**src/hdl/uerf_pkg.sv**
```systemverilog
// Shared types and constants of the ultrasonic echo ranging filter.
// Used by every module of the block; depends on nothing.
package uerf_pkg;

    // input item
    typedef struct packed {
        logic        action;
        logic [1:0]  sensor_index;
        logic        echo_level;
        logic [31:0] time_us;
    } item_t;

    // result item
    typedef struct packed {
        logic [1:0]  out_sensor;
        logic [13:0] distance_q4;
        logic        in_range;
        logic        last_of_round;
    } result_t;

    // classified command from front to back
    typedef struct packed {
        logic        action;
        logic        edge_ok;
        logic [1:0]  sensor_index;
        logic        echo_level;
        logic [31:0] time_us;
    } cmd_t;

    // derived configuration
    typedef struct packed {
        logic [15:0] lo;
        logic [15:0] hi;
        logic [8:0]  alpha;
    } cfg_t;

    typedef enum logic [0:0] {
        SEQ_IDLE,
        SEQ_ROUND
    } seq_state_t;

    localparam logic ACT_EDGE   = 1'b0;
    localparam logic ACT_SAMPLE = 1'b1;

    localparam int          CFG_IW  = 2;
    localparam int          CFG_DW  = 10;
    localparam logic [1:0]  CFG_MIN   = 2'd0;
    localparam logic [1:0]  CFG_MAX   = 2'd1;
    localparam logic [1:0]  CFG_ALPHA = 2'd2;

    localparam logic [15:0] US_PER_CM   = 16'd58;
    localparam logic [13:0] DIST_MAX    = 14'h3FFF;
    localparam logic [8:0]  ALPHA_ONE   = 9'd256;
    localparam logic [15:0] LO_RESET    = 16'd116;   // 2 cm
    localparam logic [15:0] HI_RESET    = 16'd23200; // 400 cm
    localparam logic [8:0]  ALPHA_RESET = 9'd128;

    // floor(x/29) = (x * RECIP_29) >> RECIP_SHIFT, exact for x < 2^19
    localparam logic [19:0] RECIP_29    = 20'd578525;
    localparam int          RECIP_SHIFT = 24;

    localparam int OQ_DEPTH = 4;
    localparam int OQ_CW    = 3;

endpackage

```
**src/hdl/ultrasonic_echo_ranging_filter.sv**
```systemverilog
// Top level of the ultrasonic echo ranging filter: configuration registers,
// front end, back end and result queue. Depends on uerf_pkg and submodules.
//
// Input channel: an item is taken when push is high and full is low. An echo
// edge item (action 0) updates the capture state of one sensor and gives no
// result; a sample item (action 1) gives one result per sensor, in index
// order, the final one flagged last_of_round.
// Result channel: while empty is low the oldest result is on result; it is
// taken when pop is high.
// Configuration: a write is taken when cfg_valid and cfg_ready are high;
// cfg_ready is always high. Index 0 min, 1 max, 2 alpha; others are dropped.
// Flow: an item is registered in the two-entry command queue before the back
// end takes it. An edge item updates its sensor's capture state as it is taken;
// a sample item holds the back end while its sensors issue, one sensor per cycle
// when the result queue has credit, through a three-stage ranging pipeline.
// Stalls: the four-entry result queue fills, the pipeline stops issuing
// sensors by credit, the command queue fills and full goes high.
// Reset clears all capture, width and smoothing state and loads the register
// defaults (2 cm, 400 cm, alpha 128).
module ultrasonic_echo_ranging_filter #(
    parameter int SENSOR_COUNT = 4,
    parameter int TIME_BITS    = 32
) (
    input  logic                         clk,
    input  logic                         rst_n,
    input  logic                         push,
    output logic                         full,
    input  uerf_pkg::item_t              item,
    output logic                         empty,
    input  logic                         pop,
    output uerf_pkg::result_t            result,
    input  logic                         cfg_valid,
    output logic                         cfg_ready,
    input  logic [uerf_pkg::CFG_IW-1:0]  cfg_index,
    input  logic [uerf_pkg::CFG_DW-1:0]  cfg_data
);
    import uerf_pkg::*;

    logic [15:0]      lo_reg;
    logic [15:0]      hi_reg;
    logic [8:0]       alpha_reg;
    cfg_t             cfg;
    logic [15:0]      cm_scaled;
    logic [8:0]       alpha_sat;
    logic             cmd_valid;
    logic             cmd_take;
    cmd_t             cmd;
    logic             res_push;
    result_t          res;
    logic [OQ_CW-1:0] oq_count;

    assign cfg_ready = 1'b1;
    // bounds are kept in microseconds of echo width
    assign cm_scaled = {6'd0, cfg_data} * US_PER_CM;
    assign alpha_sat = (cfg_data[8:0] > ALPHA_ONE) ? ALPHA_ONE : cfg_data[8:0];

    always_ff @(posedge clk or negedge rst_n)
    begin
        if (!rst_n)
        begin
            lo_reg    <= LO_RESET;
            hi_reg    <= HI_RESET;
            alpha_reg <= ALPHA_RESET;
        end
        else if (cfg_valid && cfg_ready)
        begin
            case (cfg_index)
                CFG_MIN:   lo_reg    <= cm_scaled;
                CFG_MAX:   hi_reg    <= cm_scaled;
                CFG_ALPHA: alpha_reg <= alpha_sat;
                default:   lo_reg    <= lo_reg;
            endcase
        end
    end

    assign cfg.lo    = lo_reg;
    assign cfg.hi    = hi_reg;
    assign cfg.alpha = alpha_reg;

    uerf_front #(
        .SENSOR_COUNT(SENSOR_COUNT)
    ) u_front (
        .clk      (clk),
        .rst_n    (rst_n),
        .item     (item),
        .push     (push),
        .full     (full),
        .cmd_valid(cmd_valid),
        .cmd      (cmd),
        .cmd_take (cmd_take)
    );

    uerf_back #(
        .SENSOR_COUNT(SENSOR_COUNT),
        .TIME_BITS   (TIME_BITS)
    ) u_back (
        .clk      (clk),
        .rst_n    (rst_n),
        .cfg      (cfg),
        .cmd_valid(cmd_valid),
        .cmd      (cmd),
        .cmd_take (cmd_take),
        .oq_count (oq_count),
        .res_push (res_push),
        .res      (res)
    );

    uerf_out_queue u_out_queue (
        .clk    (clk),
        .rst_n  (rst_n),
        .wr     (res_push),
        .wr_data(res),
        .empty  (empty),
        .pop    (pop),
        .rd_data(result),
        .count  (oq_count)
    );

`ifndef SYNTHESIS
    // credit scheme must keep the result queue from overflowing
    a_no_overflow: assert property (@(posedge clk) disable iff (!rst_n)
        res_push |-> (oq_count < OQ_CW'(OQ_DEPTH)))
        else $error("result queue overflow");

    a_last_sensor: assert property (@(posedge clk) disable iff (!rst_n)
        (!empty && result.last_of_round) |-> (result.out_sensor == 2'(SENSOR_COUNT - 1)))
        else $error("last_of_round on wrong sensor");

    a_invalid_zero: assert property (@(posedge clk) disable iff (!rst_n)
        (!empty && !result.in_range) |-> (result.distance_q4 == 14'd0))
        else $error("invalid result with nonzero distance");

    // a command is only taken when one is waiting
    a_take_valid: assert property (@(posedge clk) disable iff (!rst_n)
        cmd_take |-> cmd_valid)
        else $error("command taken from empty queue");
`endif

endmodule

```
**src/hdl/uerf_front.sv**
```systemverilog
// Front end: accepts input items, classifies them and holds them in a
// two-entry command queue. Depends on uerf_pkg.
module uerf_front #(
    parameter int SENSOR_COUNT = 4
) (
    input  logic           clk,
    input  logic           rst_n,
    input  uerf_pkg::item_t item,
    input  logic           push,
    output logic           full,
    output logic           cmd_valid,
    output uerf_pkg::cmd_t cmd,
    input  logic           cmd_take
);
    import uerf_pkg::*;

    cmd_t       q_reg [2];
    logic       head_reg;
    logic       tail_reg;
    logic [1:0] count_reg;
    cmd_t       decoded;
    logic       accept;

    always_comb
    begin
        decoded.action       = item.action;
        decoded.edge_ok      = (32'(item.sensor_index) < 32'(SENSOR_COUNT));
        decoded.sensor_index = item.sensor_index;
        decoded.echo_level   = item.echo_level;
        decoded.time_us      = item.time_us;
    end

    assign full      = (count_reg == 2'd2);
    assign accept    = push && !full;
    assign cmd_valid = (count_reg != 2'd0);
    assign cmd       = q_reg[head_reg];

    always_ff @(posedge clk)
    begin
        if (accept)
        begin
            q_reg[tail_reg] <= decoded;
        end
    end

    always_ff @(posedge clk or negedge rst_n)
    begin
        if (!rst_n)
        begin
            head_reg  <= 1'b0;
            tail_reg  <= 1'b0;
            count_reg <= 2'd0;
        end
        else
        begin
            if (accept)
            begin
                tail_reg <= ~tail_reg;
            end
            if (cmd_take)
            begin
                head_reg <= ~head_reg;
            end
            case ({accept, cmd_take})
                2'b10:   count_reg <= count_reg + 2'd1;
                2'b01:   count_reg <= count_reg - 2'd1;
                default: count_reg <= count_reg;
            endcase
        end
    end

endmodule

```
**src/hdl/uerf_back.sv**
```systemverilog
// Back end: edge timing, per-sensor state and the three-stage ranging
// pipeline (bound test and scaling, new-sample weight, blend). Uses uerf_pkg.
module uerf_back #(
    parameter int SENSOR_COUNT = 4,
    parameter int TIME_BITS    = 32
) (
    input  logic                          clk,
    input  logic                          rst_n,
    input  uerf_pkg::cfg_t                cfg,
    input  logic                          cmd_valid,
    input  uerf_pkg::cmd_t                cmd,
    output logic                          cmd_take,
    input  logic [uerf_pkg::OQ_CW-1:0]    oq_count,
    output logic                          res_push,
    output uerf_pkg::result_t             res
);
    import uerf_pkg::*;

    localparam int IW = (SENSOR_COUNT > 1) ? $clog2(SENSOR_COUNT) : 1;
    localparam int SW = (TIME_BITS < 32) ? TIME_BITS : 32;
    localparam logic [IW-1:0] LAST_IDX = IW'(SENSOR_COUNT - 1);

    logic [SW-1:0]           start_reg  [SENSOR_COUNT];
    logic [SENSOR_COUNT-1:0] open_reg;
    logic [31:0]             width_reg  [SENSOR_COUNT];
    logic [13:0]             smooth_reg [SENSOR_COUNT];

    seq_state_t state_reg, state_next;
    logic [IW-1:0] idx_reg;

    logic          s1_valid_reg, s1_in_range_reg;
    logic [IW-1:0] s1_idx_reg;
    logic [38:0]   s1_prod_reg;
    logic          s2_valid_reg, s2_in_range_reg;
    logic [IW-1:0] s2_idx_reg;
    logic [22:0]   s2_pa_reg;

    logic          issue, credit_ok, edge_go;
    logic [IW+1:0] eidx_ext;
    logic [IW-1:0] eidx;
    logic [SW-1:0] now, diff;
    logic [31:0]   width_new;

    logic [31:0]   a_w;
    logic          a_in_range;
    logic [18:0]   a_x;
    logic [38:0]   a_prod;
    logic [14:0]   b_nq_raw;
    logic [13:0]   b_nq;
    logic [22:0]   b_pa;
    logic [13:0]   c_sm;
    logic [8:0]    c_inv;
    logic [22:0]   c_ps;
    logic [23:0]   c_sum;
    logic [15:0]   c_q;
    logic [13:0]   c_blend;
    logic [IW+1:0] s2_idx_ext;

    // output queue room left after items already in the pipeline
    assign credit_ok = (oq_count + OQ_CW'(s1_valid_reg) + OQ_CW'(s2_valid_reg))
                       < OQ_CW'(OQ_DEPTH);

    always_comb
    begin
        state_next = state_reg;
        case (state_reg)
            SEQ_IDLE:
            begin
                if (cmd_valid && cmd.action == ACT_SAMPLE)
                begin
                    state_next = SEQ_ROUND;
                end
            end
            SEQ_ROUND:
            begin
                if (credit_ok && idx_reg == LAST_IDX)
                begin
                    state_next = SEQ_IDLE;
                end
            end
            default: state_next = SEQ_IDLE;
        endcase
    end

    always_comb
    begin
        cmd_take = 1'b0;
        issue    = 1'b0;
        case (state_reg)
            SEQ_IDLE:  cmd_take = cmd_valid;
            SEQ_ROUND: issue    = credit_ok;
            default:
            begin
                cmd_take = 1'b0;
                issue    = 1'b0;
            end
        endcase
    end

    // edge timing
    assign edge_go  = cmd_take && (cmd.action == ACT_EDGE) && cmd.edge_ok;
    assign eidx_ext = {{IW{1'b0}}, cmd.sensor_index};
    assign eidx     = eidx_ext[IW-1:0];
    assign now      = cmd.time_us[SW-1:0];
    assign diff     = now - start_reg[eidx];

    always_comb
    begin
        width_new         = '0;
        width_new[SW-1:0] = diff;
    end

    // stage A: bound test and width*16/58 = (8*width)/29
    assign a_w        = width_reg[idx_reg];
    assign a_in_range = (a_w > {16'd0, cfg.lo}) && (a_w < {16'd0, cfg.hi});
    assign a_x        = {a_w[15:0], 3'b000};
    assign a_prod     = {20'd0, a_x} * {19'd0, RECIP_29};

    // stage B: saturate and weight the new sample
    assign b_nq_raw = s1_prod_reg[RECIP_SHIFT+14:RECIP_SHIFT];
    assign b_nq     = (b_nq_raw > {1'b0, DIST_MAX}) ? DIST_MAX : b_nq_raw[13:0];
    assign b_pa     = {14'd0, cfg.alpha} * {9'd0, b_nq};

    // stage C: blend with the old value, round half up
    assign c_sm    = smooth_reg[s2_idx_reg];
    assign c_inv   = ALPHA_ONE - cfg.alpha;
    assign c_ps    = {14'd0, c_inv} * {9'd0, c_sm};
    assign c_sum   = {1'b0, s2_pa_reg} + {1'b0, c_ps} + 24'd128;
    assign c_q     = c_sum[23:8];
    assign c_blend = (c_q > {2'b00, DIST_MAX}) ? DIST_MAX : c_q[13:0];

    assign s2_idx_ext        = {2'b00, s2_idx_reg};
    assign res_push          = s2_valid_reg;
    assign res.out_sensor    = s2_idx_ext[1:0];
    assign res.distance_q4   = s2_in_range_reg ? c_blend : 14'd0;
    assign res.in_range      = s2_in_range_reg;
    assign res.last_of_round = (s2_idx_reg == LAST_IDX);

    always_ff @(posedge clk or negedge rst_n)
    begin
        if (!rst_n)
        begin
            for (int i = 0; i < SENSOR_COUNT; i++)
            begin
                start_reg[i]  <= '0;
                width_reg[i]  <= '0;
                smooth_reg[i] <= '0;
            end
            open_reg     <= '0;
            state_reg    <= SEQ_IDLE;
            idx_reg      <= '0;
            s1_valid_reg <= 1'b0;
            s2_valid_reg <= 1'b0;
        end
        else
        begin
            state_reg <= state_next;
            if (edge_go)
            begin
                if (cmd.echo_level)
                begin
                    if (!open_reg[eidx])
                    begin
                        start_reg[eidx] <= now;
                        open_reg[eidx]  <= 1'b1;
                    end
                end
                else
                begin
                    if (open_reg[eidx])
                    begin
                        width_reg[eidx] <= width_new;
                    end
                    open_reg[eidx] <= 1'b0;
                end
            end
            if (issue)
            begin
                width_reg[idx_reg] <= '0;
                idx_reg <= (idx_reg == LAST_IDX) ? '0 : idx_reg + 1'b1;
            end
            if (s2_valid_reg && s2_in_range_reg)
            begin
                smooth_reg[s2_idx_reg] <= c_blend;
            end
            s1_valid_reg <= issue;
            s2_valid_reg <= s1_valid_reg;
        end
    end

    always_ff @(posedge clk)
    begin
        s1_in_range_reg <= a_in_range;
        s1_idx_reg      <= idx_reg;
        s1_prod_reg     <= a_prod;
        s2_in_range_reg <= s1_in_range_reg;
        s2_idx_reg      <= s1_idx_reg;
        s2_pa_reg       <= b_pa;
    end

endmodule

```
**src/hdl/uerf_out_queue.sv**
```systemverilog
// Four-entry result queue between the ranging pipeline and the result port.
// Depends on uerf_pkg.
module uerf_out_queue (
    input  logic                       clk,
    input  logic                       rst_n,
    input  logic                       wr,
    input  uerf_pkg::result_t          wr_data,
    output logic                       empty,
    input  logic                       pop,
    output uerf_pkg::result_t          rd_data,
    output logic [uerf_pkg::OQ_CW-1:0] count
);
    import uerf_pkg::*;

    localparam int PW = $clog2(OQ_DEPTH);

    result_t          q_reg [OQ_DEPTH];
    logic [PW-1:0]    head_reg;
    logic [PW-1:0]    tail_reg;
    logic [OQ_CW-1:0] count_reg;
    logic             take;

    assign empty   = (count_reg == '0);
    assign take    = pop && !empty;
    assign rd_data = q_reg[head_reg];
    assign count   = count_reg;

    always_ff @(posedge clk)
    begin
        if (wr)
        begin
            q_reg[tail_reg] <= wr_data;
        end
    end

    always_ff @(posedge clk or negedge rst_n)
    begin
        if (!rst_n)
        begin
            head_reg  <= '0;
            tail_reg  <= '0;
            count_reg <= '0;
        end
        else
        begin
            if (wr)
            begin
                tail_reg <= tail_reg + 1'b1;
            end
            if (take)
            begin
                head_reg <= head_reg + 1'b1;
            end
            case ({wr, take})
                2'b10:   count_reg <= count_reg + 1'b1;
                2'b01:   count_reg <= count_reg - 1'b1;
                default: count_reg <= count_reg;
            endcase
        end
    end

endmodule

```
**config.mk**
```make
export PLATFORM = sky130hd
export DESIGN_NAME = ultrasonic_echo_ranging_filter
export DESIGN_NICKNAME = d
export VERILOG_FILES = /design/src/hdl/uerf_pkg.sv /design/src/hdl/ultrasonic_echo_ranging_filter.sv /design/src/hdl/uerf_front.sv /design/src/hdl/uerf_back.sv /design/src/hdl/uerf_out_queue.sv
export SDC_FILE = /design/constraint.sdc
export NUM_CORES = 2
export LEC_CHECK = 0
export ABC_CLOCK_PERIOD_IN_PS = 10600
export BUFFER_PORTS_ARGS = -buffer_cell sky130_fd_sc_hd__clkbuf_2
export CORE_MARGIN = 2
export CORE_UTILIZATION = 30
export CTS_BUF_LIST = sky130_fd_sc_hd__clkbuf_2 sky130_fd_sc_hd__clkbuf_4 sky130_fd_sc_hd__clkbuf_8
export CTS_CLUSTER_DIAMETER = 30
export DETAILED_ROUTE_END_ITERATION = 10
export REMOVE_ABC_BUFFERS = 1
export SETUP_SLACK_MARGIN = 0.4
export SYNTH_ARGS = -nofsm -noshare
export SYNTH_HDL_FRONTEND = slang
export SYNTH_SLANG_ARGS = --single-unit
export TNS_END_PERCENT = 50
```
**constraint.sdc**
```tcl
create_clock -name clk -period 10.6 [get_ports clk]
set_input_delay 1.59 -clock clk [delete_from_list [all_inputs] [get_ports clk]]
set_output_delay 1.59 -clock clk [all_outputs]
set_load 0.01 [all_outputs]
```
# Yosys cells after proc, flatten, opt, wreduce, memory -nomap -nowiden
# Memory sizes are Yosys's and may differ from the RTL's.
# Index checks and enable logic that the tools add are counted.
word_totals:
  word_cells: 156
  in_bits: 53
  output_inout_bits: 21
  n_memories: 2
  mem_bits_rw: 144
  register_bits: 436
classes:
  add_sub_neg: 13
  reduce_logical: 24
  order_cmp: 14
  muxes: 44
  multipliers: 4
  n_eq_ne: 10
  bitwise_logic: 13
memory_table:
  columns: ["memory", "words", "width", "rd", "rd_ports_with_merged_regs", "wr", "line", "rtl"]
  rows:
  - ["u_front.q_reg", 2, 36, 1, 0, 1, "uerf_front.sv:17", "cmd_t q_reg [2];"]
  - ["u_out_queue.q_reg", 4, 18, 1, 0, 1, "uerf_out_queue.sv:17", "result_t q_reg [OQ_DEPTH];"]
ops:
  columns: ["op", "count"]
  rows:
  - ["two-way mux 128 bit", 4]
  - ["bitwise mux 128 bit", 2]
  - ["two-way mux 32 bit", 6]
  - ["bitwise AND 128 bit", 1]
  - ["binary-select mux 32 bit (select 2 bit)", 2]
  - ["demux 32 bit (select 2 bit)", 2]
  - ["NOT 128 bit", 1]
  - ["two-way mux 14 bit", 6]
  - ["bitwise mux 56 bit", 1]
  - ["multiplier 9 x 14 -> 23 bit", 2]
  - ["multiplier 16 x 20 -> 36 bit, second input constant", 1]
  - ["greater-than comparator 32 x 16 -> 1 bit", 1]
  - ["< comparator 32 x 16 -> 1 bit", 1]
  - ["subtractor 32 bit", 1]
  - ["binary-select mux 14 bit (select 2 bit)", 1]
  - ["demux 14 bit (select 2 bit)", 1]
  - ["adder 23 x 23 -> 24 bit", 1]
  - ["adder 24 x 8 -> 24 bit, second input constant", 1]
  - ["greater-than comparator 16 x 14 -> 1 bit, second input constant", 1]
  - ["greater-than comparator 15 x 14 -> 1 bit, second input constant", 1]
  - ["multiplier 10 x 5 -> 15 bit, second input constant", 1]
  - ["equality test 2 bit, second input constant", 6]
  - ["logical AND 1 bit", 11]
  - ["two-way mux 1 bit", 10]
  - ["other kinds (34)", 57]

# Logic depth before layout (Yosys ltp)
# An unclocked memory read counts as a cell.
logic_depth:
  word_depth: 12
  mapped_depth: 27
  ltp_nobuf: 24

# By module
# A second synthesis with hierarchy kept.
unflattened:
  hier_cells: 3716
  area_unflattened_um2: 40080.9
by_module_without_submodules:
  columns: ["mod", "cells_each", "area_each_um2", "instances", "seq_area_each_um2"]
  rows:
  - ["uerf_back", 3182, 31432.6, 1, 8913.5]
  - ["uerf_out_queue", 130, 3000.4, 1, 2337.2]
  - ["uerf_front", 131, 2949.1, 1, 2262.2]
  - ["ultrasonic_echo_ranging_filter", 273, 2698.8, 1, 989.7]

# Least setup slack after synthesis
# No wires, ideal clock.
synth_path:
  path_type: "flip-flop to flip-flop"
  from: "reg u_back.idx_reg[0]"
  to: "reg u_back.s1_prod_reg[38]"
  period_less_slack_ps: 7231
  setup_slack_ps: 3369
  path_buffers: 2
  required_ps: 10528
  setup_time_ps: 72
  path_stages_with_launch: 22
  t_arrival_ps: 7159
  path_cell_list: "dfrtp_1 > clkbuf_1 > buf_1 > mux4_2 > inv_1 > fa_1 > fa_1 > fa_1 > fa_1 > inv_1 > fa_1 > inv_1 > fa_1 > ha_1 > and3_1 > a311o_1 > nor4_1 > a2bb2oi_1 > nand3_1 > a311o_1 > a311oi_1 > xnor2_1"
synth_between:
  elab_chain_cells: 5
synth_lines:
  columns: ["element", "line", "rtl"]
  rows:
  - ["from (decl)", "uerf_back.sv:29", "logic [IW-1:0] idx_reg;"]
  - ["from (signal assigned)", "uerf_back.sv:180", "idx_reg <= (idx_reg == LAST_IDX) ? '0 : idx_reg + 1'b1;"]
  - ["NOT 2 -> 3 bit (not written as such)", "uerf_back.sv:114", "assign a_w = width_reg[idx_reg];"]
  - ["binary-select mux 32 bit (select 2 bit)", "uerf_back.sv:114", null]
  - ["two-way mux 32 bit (not written as such) (2 in series)", "uerf_back.sv:114", null]
  - ["multiplier 16 x 20 -> 36 bit", "uerf_back.sv:117", "assign a_prod = {20'd0, a_x} * {19'd0, RECIP_29};"]
  - ["via u_back.a_prod[38]", "uerf_back.sv:47", "logic [38:0] a_prod;"]
  - ["to (signal assigned)", "uerf_back.sv:195", "s1_prod_reg <= a_prod;"]
  - ["to (decl)", "uerf_back.sv:33", "logic [38:0] s1_prod_reg;"]
# The timed path passes the listed nets, and every way through them passes these cells. The select of a mux whose other input is x is not followed.
# A chain may end at the register's enable or synchronous reset.

==> flow_metrics.py <==
metrics = {
    "outcome": {
        "run_status": "finished, final reports clean",
    },
    "die": {
        "die_w_um": 370,
        "number_of_cell_rows": 134,
        "placeable_core_region_um2": 133000,
        "vert_die_dim_um": 370,
        "start_util_pct": 30.1,
        "ioPinCount": 74,
        "fp.dieArea_um2": 137000,
    },
    "clocking": {
        "clk_pin_slew_ns": 0.06,
        "cts_num_sinks": 559,
        "cts_post_setup_buffers_inserted": 0,
        "cts-resized-gates": 0,
        "number_of_buffers_added_by_the_clock_tree_synthesis_step": 111,
        "clk_path_buf_depth": 3,
        "clock-root-buffer": "clkbuf_8",
        "worst_skew_pair.late_latency_ns": 0.80,
        "cts-hold-fix-buffers": 0,
        "cts_h_tree_depth": 3,
        "tritoncts_clock_tree": "built",
    },
    "synth": {
        "synth_sequential_area_ratio_pct": 36.2,
        "synthDominantAreaCellType": "dfrtp_1",
        "synth_enable_flop_cells": 144,
        "post_synth_inst_count": 3914,
        "synth.distinct_cells": 82,
        "synth_flop_cell": "dfrtp_1",
        "post-synth-top-area-fraction_pct": 22.5,
        "synth-async-reset-ratio_pct": 66.4,
        "synth.yosys.warnings": 0,
        "post_synth_instance_area_um2": 40100,
        "postSynthAreaPerCell_um2": 10.2,
        "synth-seq-cells": 559,
        "synth_top_cells_by_area": "dfrtp_1, fa_1, ha_1, edfxtp_1, inv_1",
    },
    "grt": {
        "grtUsageTotal_pct": 13.8,
        "gr_overflow_total": 0,
        "grt_first_pass_wirelength_um": 151000,
        "grt.met2_usage_pct": 22.6,
        "globalRouteMet1Util_pct": 18.8,
        "vias_in_the_first_global_route": 28264,
        "gr_util_met3_pct": 2.25,
        "grt_busiest_layer": "met2",
        "grt_max_degree": 138,
        "grt_antenna_before_repair": 2,
    },
    "timing": {
        "report.final.setup_viol": 0,
        "timing.fmax_ghz": 0.122,
        "hold_violations": 0,
        "setup_total_negative_slack_ns": 0,
        "final_number_of_max_transition_violations": 0,
        "final_cycle_utilization_of_the_critical_path_pct": 77.6,
        "max_slew.worst_pin.slew_ns": 1.30,
        "rsz0062_at_grt": "no",
        "timing.final.crit_period_ns": 8.22,
        "skew_final_ns": 0.0683,
        "slew_headroom_pct": 13.0,
    },
    "drt": {
        "drc": 0,
        "via_count": 27217,
        "finalWirelength_um": 92000,
        "avgRoutedWirePerCell_um": 15.7,
        "vias_per_cell": 4.66,
        "first_iter_violations": 1774,
        "router_iterations_before_antenna_repair": 6,
        "antenna_left": 0,
    },
    "critical_path": {
        "timing.critical_path.required_ns": 11.09,
        "worst-r2r-cell-count": 21,
        "rr_startpoint": "alpha_reg[2]",
        "setup.worst_path.start": "alpha_reg[2]",
        "crit_path_end_kind": "flop",
        "cp_max_fo": 20,
        "cp.arrival_ns": 8.71,
        "setup.worst_path.class": "reg -> reg",
        "startpoint_type": "flop",
    },
    "power": {
        "clockPowerShare_pct": 23.5,
        "power.switching_mw": 4.89,
        "p_int_mw": 6.58,
        "power.density_cell_area_nw_per_um2": 254,
        "net_sw_share_pct": 42.7,
        "pwr-share-comb_pct": 49.2,
        "vdd_drop_max_mv": 0.134,
        "cellLeakagePower_nw": 21.5,
        "share_seq_of_total_power_pct": 27.3,
        "power_mw": 11.5,
    },
    "place": {
        "dpl.hpwl_um": 66300,
        "port_buffers": 72,
        "gp_congestion": 0.853,
        "placed_cell_area_um2": 42400,
    },
    "worst_hold_path": {
        "timing.hold.worst_path_depth": 0,
        "hold_path.startpoint": "u_back.s1_in_range_reg",
        "worstHoldPathType": "reg -> reg",
    },
    "layout": {
        "post_route_cells_drive_above_1_share_pct": 11.5,
        "finish.instance_area_um2": 45200,
        "areaGrowthSynthToFinish_pct": 12.6,
        "ff_latch_area_um2": 14500,
        "multi_input_comb_area_um2": 22700,
        "number_of_filler_cells_placed_in_the_layout": 13456,
        "final_nets": 4703,
    },
    "job": {
        "drv_cap": 0,
    },
}
[layout by cell type (no fill, tap or decap), types with 59 or more instances in the layout]
cell	n
ha_1	351
clkbuf_2	71
nor2_1	289
dfrtp_1	359
nand2_1	422
clkbuf_8	123
edfxtp_1	144
a21oi_1	297
inv_1	599
and2_1	72
xnor2_1	59
o21ai_0	97
fa_1	320
mux4_2	79
[path summary, 6_finish.rpt]
path	slack (ns)	to
max	2.38	u_out_queue.q_reg[1][3]
min	0.33	u_back.s2_in_range_reg
max reg2reg	2.38	u_out_queue.q_reg[1][3]
min reg2reg	0.33	u_back.s2_in_range_reg
max in group asynchronous	8.23	u_front.head_reg
min in group asynchronous	0.85	alpha_reg[8]
[critical path, cell delays in order, from the launching register on]
cell and delay [ns]:
dfrtp_1 0.61, or4_1 0.63, nor4_1 0.52, xor2_1 0.62, nor2_1 0.13, fa_1 0.51, fa_1 0.52, fa_1 0.52
fa_1 0.54, inv_1 0.05, fa_1 0.53, inv_1 0.04, ha_1 0.38, a211oi_1 0.35, o21ai_0 0.16, a221o_1 0.34
a31oi_1 0.22, nor2b_1 0.25, a211oi_4 0.14, buf_4 0.25, nor3_1 0.45, nor2b_1 0.16
[synthesized netlist by cell type (all sizes together) (5+ instances only)]
cell type and n:
a21o 38, nor2b 57, or2 15, buf 42, o21bai 7, nand3b 9
nor3 47, a31oi 12, and2 77, dfxtp 44, dfrtp 360, and3 24
inv 599, dfstp 11, nor4 16, a211o 10, o31ai 10, or3 6
mux2 12, a22o 8, nand2b 16, nand4 11, mux4 79, nand2 422
o21ai 130, fa 320, clkbuf 116, nor2 290, o21a 33, a21oi 300
a311oi 5, mux2i 39, o211ai 8, o32ai 9, nand3 45, xor2 30
a211oi 33, ha 351, xnor2 60, o22ai 20, edfxtp 144
[metal layers]
| metal | vias to the layer above | share of wire [%] | routed length (um) |
|---|---|---|---|
| met5 | - | 0 | 0 |
| met3 | 149 | 4.3 | 3910 |
| met4 | 0 | 2.3 | 2070 |
| li1 | 13127 | - | - |
| met2 | 541 | 47 | 43100 |
| met1 | 13400 | 47 | 42900 |
[cell families after synthesis]
| kind of cell | Yosys count | share of synthesized area [%] |
|---|---|---|
| flops | 559 | 36.2 |
| xor+xnor | 90 | 1.97 |
| simple gates | 1049 | 12.0 |
| buf+inv | 757 | 7.23 |
| fa+ha+maj | 671 | 26.9 |
| compound gates | 657 | 9.94 |
| other cells | 1 | 0.00935 |
| mux | 130 | 5.75 |
[power groups by stage]
stage	clock [mW]	combinational, mW	sequential [mW]
after floorplan	0	4.05	3.14
after global placement	0	5.57	3.15
after detailed placement	0	5.64	3.17
after CTS	2.77	5.68	3.14
after global routing	2.87	6.35	3.20
final	2.69	5.64	3.13
[layout make-up]
cell class	count	share of cell area, %
multi-input combinational	2598	50.3
tap	1768	4.90
inverter	599	4.98
clock buffer	149	4.18
clock inverter	61	1.98
antenna	1	0.00554
sequential	559	32.1
timing repair buffer	110	1.48
[stage by stage]
step           setup slack, ns  hold WS (ns)  util (%)  cells
6_report                  2.38         0.327      33.9   5845
3_5_place_dp              2.46         0.318      31.8   5634
3_3_place_gp              2.62         0.316      31.8   5634
2_1_floorplan             2.36         0.310         -   3756
4_1_cts                   2.44         0.332      33.9   5844
5_1_grt                   1.77         0.338      33.9   5845
No activity file was read; power rests on OpenSTA's default activity.
